[src/rtl/core/sqe_pkg.sv]
// ----------------------------------------------------------------------------
// sqe_pkg
// Shared codes and types for the stack/queue engine: opcodes, status codes,
// cell commands.
// ----------------------------------------------------------------------------
package sqe_pkg;

	localparam int unsigned DATA_W = 32;

	// opcodes
	localparam logic [2:0] OP_PUSH  = 3'd0;
	localparam logic [2:0] OP_PALL  = 3'd1;
	localparam logic [2:0] OP_PINT  = 3'd2;
	localparam logic [2:0] OP_SWAP  = 3'd3;
	localparam logic [2:0] OP_POP   = 3'd4;

	// status codes
	localparam logic [2:0] ST_OK         = 3'd0;
	localparam logic [2:0] ST_BAD_ARG    = 3'd1;
	localparam logic [2:0] ST_FULL       = 3'd2;
	localparam logic [2:0] ST_PEEK_EMPTY = 3'd3;
	localparam logic [2:0] ST_SWAP_SHORT = 3'd4;
	localparam logic [2:0] ST_POP_EMPTY  = 3'd5;
	localparam logic [2:0] ST_HALTED     = 3'd6;

	// what every cell of the chain does this cycle
	typedef enum logic [2:0] {
		CELL_HOLD   = 3'd0,
		CELL_INSERT = 3'd1, // cell 0 takes the push value, others take left
		CELL_APPEND = 3'd2, // cell at index == count takes the push value
		CELL_REMOVE = 3'd3, // every cell takes right
		CELL_SWAP   = 3'd4, // cells 0 and 1 exchange
		CELL_ROTATE = 3'd5  // take right; cell count-1 takes cell 0
	} cell_op_t;

	typedef struct packed {
		cell_op_t            op;
		logic [DATA_W-1:0]   data;
	} cell_cmd_t;

endpackage

[src/rtl/core/sqe_cell.sv]
// ----------------------------------------------------------------------------
// sqe_cell
// One entry of the store chain; position IDX counts from the front.
// ----------------------------------------------------------------------------
module sqe_cell import sqe_pkg::*; #(
	parameter int unsigned IDX = 0,
	parameter int unsigned CW  = 7
) (
	input  logic                clk,
	input  cell_cmd_t           cmd,
	input  logic [CW-1:0]       cnt,
	input  logic [DATA_W-1:0]   left,
	input  logic [DATA_W-1:0]   right,
	input  logic [DATA_W-1:0]   first,
	output logic [DATA_W-1:0]   q
);

	logic [DATA_W-1:0] data_q;
	logic              at_count;
	logic              at_tail;

	assign at_count = (cnt == CW'(IDX));
	assign at_tail  = (cnt == CW'(IDX + 1));

	// entry data carries no reset: unwritten entries are never read
	always_ff @(posedge clk) begin
		case (cmd.op)
			CELL_INSERT: begin
				data_q <= (IDX == 0) ? cmd.data : left;
			end
			CELL_APPEND: begin
				if (at_count) begin
					data_q <= cmd.data;
				end
			end
			CELL_REMOVE: begin
				data_q <= right;
			end
			CELL_SWAP: begin
				if (IDX == 0) begin
					data_q <= right;
				end else if (IDX == 1) begin
					data_q <= left;
				end
			end
			CELL_ROTATE: begin
				data_q <= at_tail ? first : right;
			end
			default: begin
			end
		endcase
	end

	assign q = data_q;

endmodule

[config.mk]
export PLATFORM = sky130hd
export DESIGN_NAME = sqe_cell
export DESIGN_NICKNAME = d
export VERILOG_FILES = /design/src/rtl/core/sqe_pkg.sv /design/src/rtl/core/sqe_cell.sv
export SDC_FILE = /design/constraint.sdc
export NUM_CORES = 1
export LEC_CHECK = 0
export BUFFER_PORTS_ARGS = -buffer_cell sky130_fd_sc_hd__buf_4
export CORE_AREA = 5 5 93 95
export DETAILED_ROUTE_END_ITERATION = 10
export DIE_AREA = 0 0 98 100
export HOLD_SLACK_MARGIN = 0.03
export PLACE_DENSITY = 0.65
export SYNTH_ARGS = -nofsm -noshare
export SYNTH_HDL_FRONTEND = slang
export SYNTH_SLANG_ARGS = --single-unit
[constraint.sdc]
create_clock -name clk -period 6.7 [get_ports clk]
set_input_delay 0 -clock clk [delete_from_list [all_inputs] [get_ports clk]]
set_output_delay 0 -clock clk [all_outputs]
set_load 0.01 [all_outputs]
* Yosys cells after proc, flatten, opt, wreduce, memory -nomap -nowiden
Cells that the tools add are included.
Storage, ports and cells: register bits 32, input bits 139, word-level logic and storage cells 15, output and inout bits 32
Operators by class: equality and inequality tests 7, reductions and logical operators 4, muxes and demuxes 3
Operators by type and width (number):
- one-hot mux 32 bit (4 select lines) | 1
- 2-to-1 mux 32 bit | 2
- equality test 7 x 1 -> 1 bit (second input constant) | 1
- logical NOT 7 bit | 1
- equality test 3 x 2 -> 1 bit (second input constant) | 2
- equality test 3 bit (second input constant) | 2
- nonzero test 4 bit | 1
- equality test 3 x 1 -> 1 bit (second input constant) | 1
- != test 2 bit (second input constant) | 1
- AND reduction 2 bit | 1
- OR reduction 2 bit | 1

* Logic depth before layout (Yosys ltp)
word-level depth 4, gate-level depth with buffers 7, gate-level depth less buffers 4

* Worst setup path before layout
OpenSTA, ideal clock, no wires.
kind input to register, start point input cnt[1], end point register data_q[0] (netlist: q[0]) (enable), arrival 2.175 ns, path buffers 0, stages 4, setup time 0.432 ns, path slack 4.093 ns, data required time 6.268 ns, cell sequence nor4_4 and4b_1 nor3_1 a21oi_1
On the way: longest elaborated chain between the ends 3
Ends and longest elaborated chain:
- start: declaration | line sqe_cell.sv:11 | input logic [CW-1:0] cnt,
- logical NOT 7 bit | line sqe_cell.sv:22 | assign at_count = (cnt == CW'(IDX));
- != test 2 bit (no line)
- AND reduction 2 bit (no line)
- end signal: assignment | line sqe_cell.sv:29 | data_q <= (IDX == 0) ? cmd.data : left;
- end signal: assignment | line sqe_cell.sv:33 | data_q <= cmd.data;
- end signal: assignment | line sqe_cell.sv:37 | data_q <= right;
- end: declaration | line sqe_cell.sv:18 | logic [DATA_W-1:0] data_q;
No other way between the ends. A chain may end at the register's enable or synchronous reset.

* Worst setup path after layout
start point input cmd[34] (netlist bit), end point register data_q[5] (netlist: q[5]), data pin
On the way: longest elaborated chain between the ends 3, elaborated cells on any way between the ends 7, those cells by class eq/ne (5); mux (1); reduce/logical (1)
Ends and longest elaborated chain:
- start: declaration | line sqe_cell.sv:10 | input cell_cmd_t cmd,
- equality test 3 bit or equality test 3 x 2 -> 1 bit (tied branches) | line sqe_cell.sv:27 | case (cmd.op)
- OR reduction 2 bit (no line)
- one-hot mux 32 bit (4 select lines) (*) | line sqe_cell.sv:27
Mark *: on every way between the ends. The rest lies on a longest branch, timed or not.

==> flow_summary.ini <==
[flow_run]
cap_violations = 0

[finish]
stdcell_area_sq_um = 3640
largest_reg_flops = 32
nNetsFinal = 519
drive_gt1_share_pct = 39.7
num_antenna_cells = 0
layout.cells.non_filler = 482
area_growth_pct = 39.7

[place]
finalWeightedCongestion = 0.720
port_buffers = 138
placed_cells = 475
place_area_sq_um = 3570
dp_hpwl_mm = 5.77
pre_cts_ws_ps = 4370

[drt]
drt_iter0_markers = 121
via_per_inst = 5.58
post-route-drc-count = 0
avgRoutedWirePerCell_um = 18.1
first_pass_iters = 4
wirelength_mm = 8.74
vias = 2688
ant_nets = 0

[sta]
setup_viol = 0
post-route-period-util_pct = 30.0
setup-tns-final_ps = 0
worstMarginPinSlew_ps = 1130
rsz0062_at_grt = false
period_minus_slack_ps = 2010
finalWorstSetupSlack_ps = 4690
final_max_slew_viol_count = 0
hold_viol_final = 0
slew_headroom_pct = 24.2
fmax_mhz = 498

[logic_synthesis]
synth_area_leaders = edfxtp_1 37%, mux2i_1 13%, nor3_1 12%
ys_seq_area_share_pct = 36.9
netlist_area_sq_um = 2610
synth_fp_nets = 403
syn_inst = 264
yosysTopAreaCell = edfxtp_1
yosys.cell_types.count = 23
synth_seq_cells = 32
synth_edf_count = 32
yosysMostFrequentCell = nor3_1
syn_area_per_cell_sq_um = 9.88
synth_top_cell_area_share_pct = 36.9
async_reset_ff_share_pct = 0
yosysWarningCount = 0
synthTopCellsByCount = 63 x nor3_1, 33 x mux2i_1, 32 x edfxtp_1
synth_ff_type = edfxtp_1

[power_and_ir_drop]
max-vdd-ir-drop_v = 0.0000804
leakage_nw = 1.75
power.density_nw_per_um2 = 169

[clocking]
numCtsBuffers = 5
cts_max_level = 2
clock-sinks = 32
post_cts_buffers = 0
tritoncts = yes
cts_hold_buffers = 0
clk_pin_slew_ps = 70
root_buffer = clkbuf_8
cts_buffer_depth = 2
cts_resized = 0

[grt]
overflow = 0
first_global_vias = 2658
antenna_found_initial = 0
grt_max_degree = 99
grt_usage_pct = 16.8
grt_pass1_wl_mm = 13.5

[die]
die_w_um = 98
design.core.area_sq_um = 7650
dieArea_sq_um = 9800
die_y_um = 100
start_util_pct = 34.1
io_pins = 171
placementRows = 32

[critical_path]
cp.required_ps = 6820
cp-start-kind = input port
crit_type = in2reg
crit_path_max_fanout = 98
endpoint_kind = register
cp.arrival_ps = 2130

[outcome]
status = complete, no violations

[worst_hold_path]
hold_path_class = in2reg
## worst paths after layout
| check | start | end | slack, ps | cells after the start |
|---|---|---|---|---|
| min | first[27] | q[27] | 50 | 3 |
| max | cmd[34] | q[5] | 4690 | 4 |
## report_power, final
part | switching, W | leakage, nW | internal [W]
clock | 0.0000762 | 0.0410 | 0.0000707
sequential | 0.00000809 | 0.316 | 0.000255
combinational | 0.0000965 | 1.39 | 0.000108
## per-layer routing
metal / up-vias / global-route usage (%) / wire length (um)
li1: 1294 / - / -
met1: 1271 / 21.2 / 3560
met2: 119 / 29.1 / 4380
met3: 4 / 3.96 / 726
met4: 0 / 4.15 / 68
met5: - / 0 / 0
## cell type report
type / instances / area (sq um)
clock buffers: 6 / 72.6
clock inverters: 1 / 5.00
fillers: 779 / 4000
multi-input cells: 201 / 1430
flip-flops and latches: 32 / 961
well taps: 102 / 128
repair buffers: 140 / 1050
## worst max-delay path: stages
cell and delay (ps):
buf_4 700, nand3b_1 730, buf_4 460, o221ai_1 180
## per-stage QoR
step	utilization, %	power [W]	hold slack [ps]
after CTS	47.6	0.000621	46.9
after global placement	46.6	0.000470	344
final	47.6	0.000615	53.2
after floorplan	-	0.000365	253
after global routing	47.6	0.000645	61.1
after detailed placement	46.6	0.000474	348
## logic make-up after synthesis
family                 synth area share, %
buffers and inverters                 8.88
and+or+nand+nor                       15.5
AOI/OAI and AO/OA                     26.2
DFF                                   36.9
muxes                                 12.7
## cell usage in the layout (no fill, tap or decap)
| cell type | count |
|---|---|
| clkbuf_8 | 5 |
| a22o_1 | 1 |
| nand3_4 | 1 |
| a211o_1 | 31 |
| a21oi_4 | 1 |
| nor3_1 | 63 |
| o221ai_1 | 1 |
| clkbuf_1 | 1 |
| clkinv_2 | 1 |
| nor4_4 | 1 |
| o21ai_0 | 1 |
| and4b_1 | 1 |
| nor2_1 | 1 |
| nand3b_1 | 1 |
| o21ai_1 | 30 |
| a22oi_1 | 31 |
| edfxtp_1 | 32 |
| buf_4 | 140 |
| nor2_4 | 1 |
| and2_4 | 1 |
| mux2i_1 | 33 |
| nand2_1 | 2 |
Note: power is estimated with default switching activity, not from simulation.
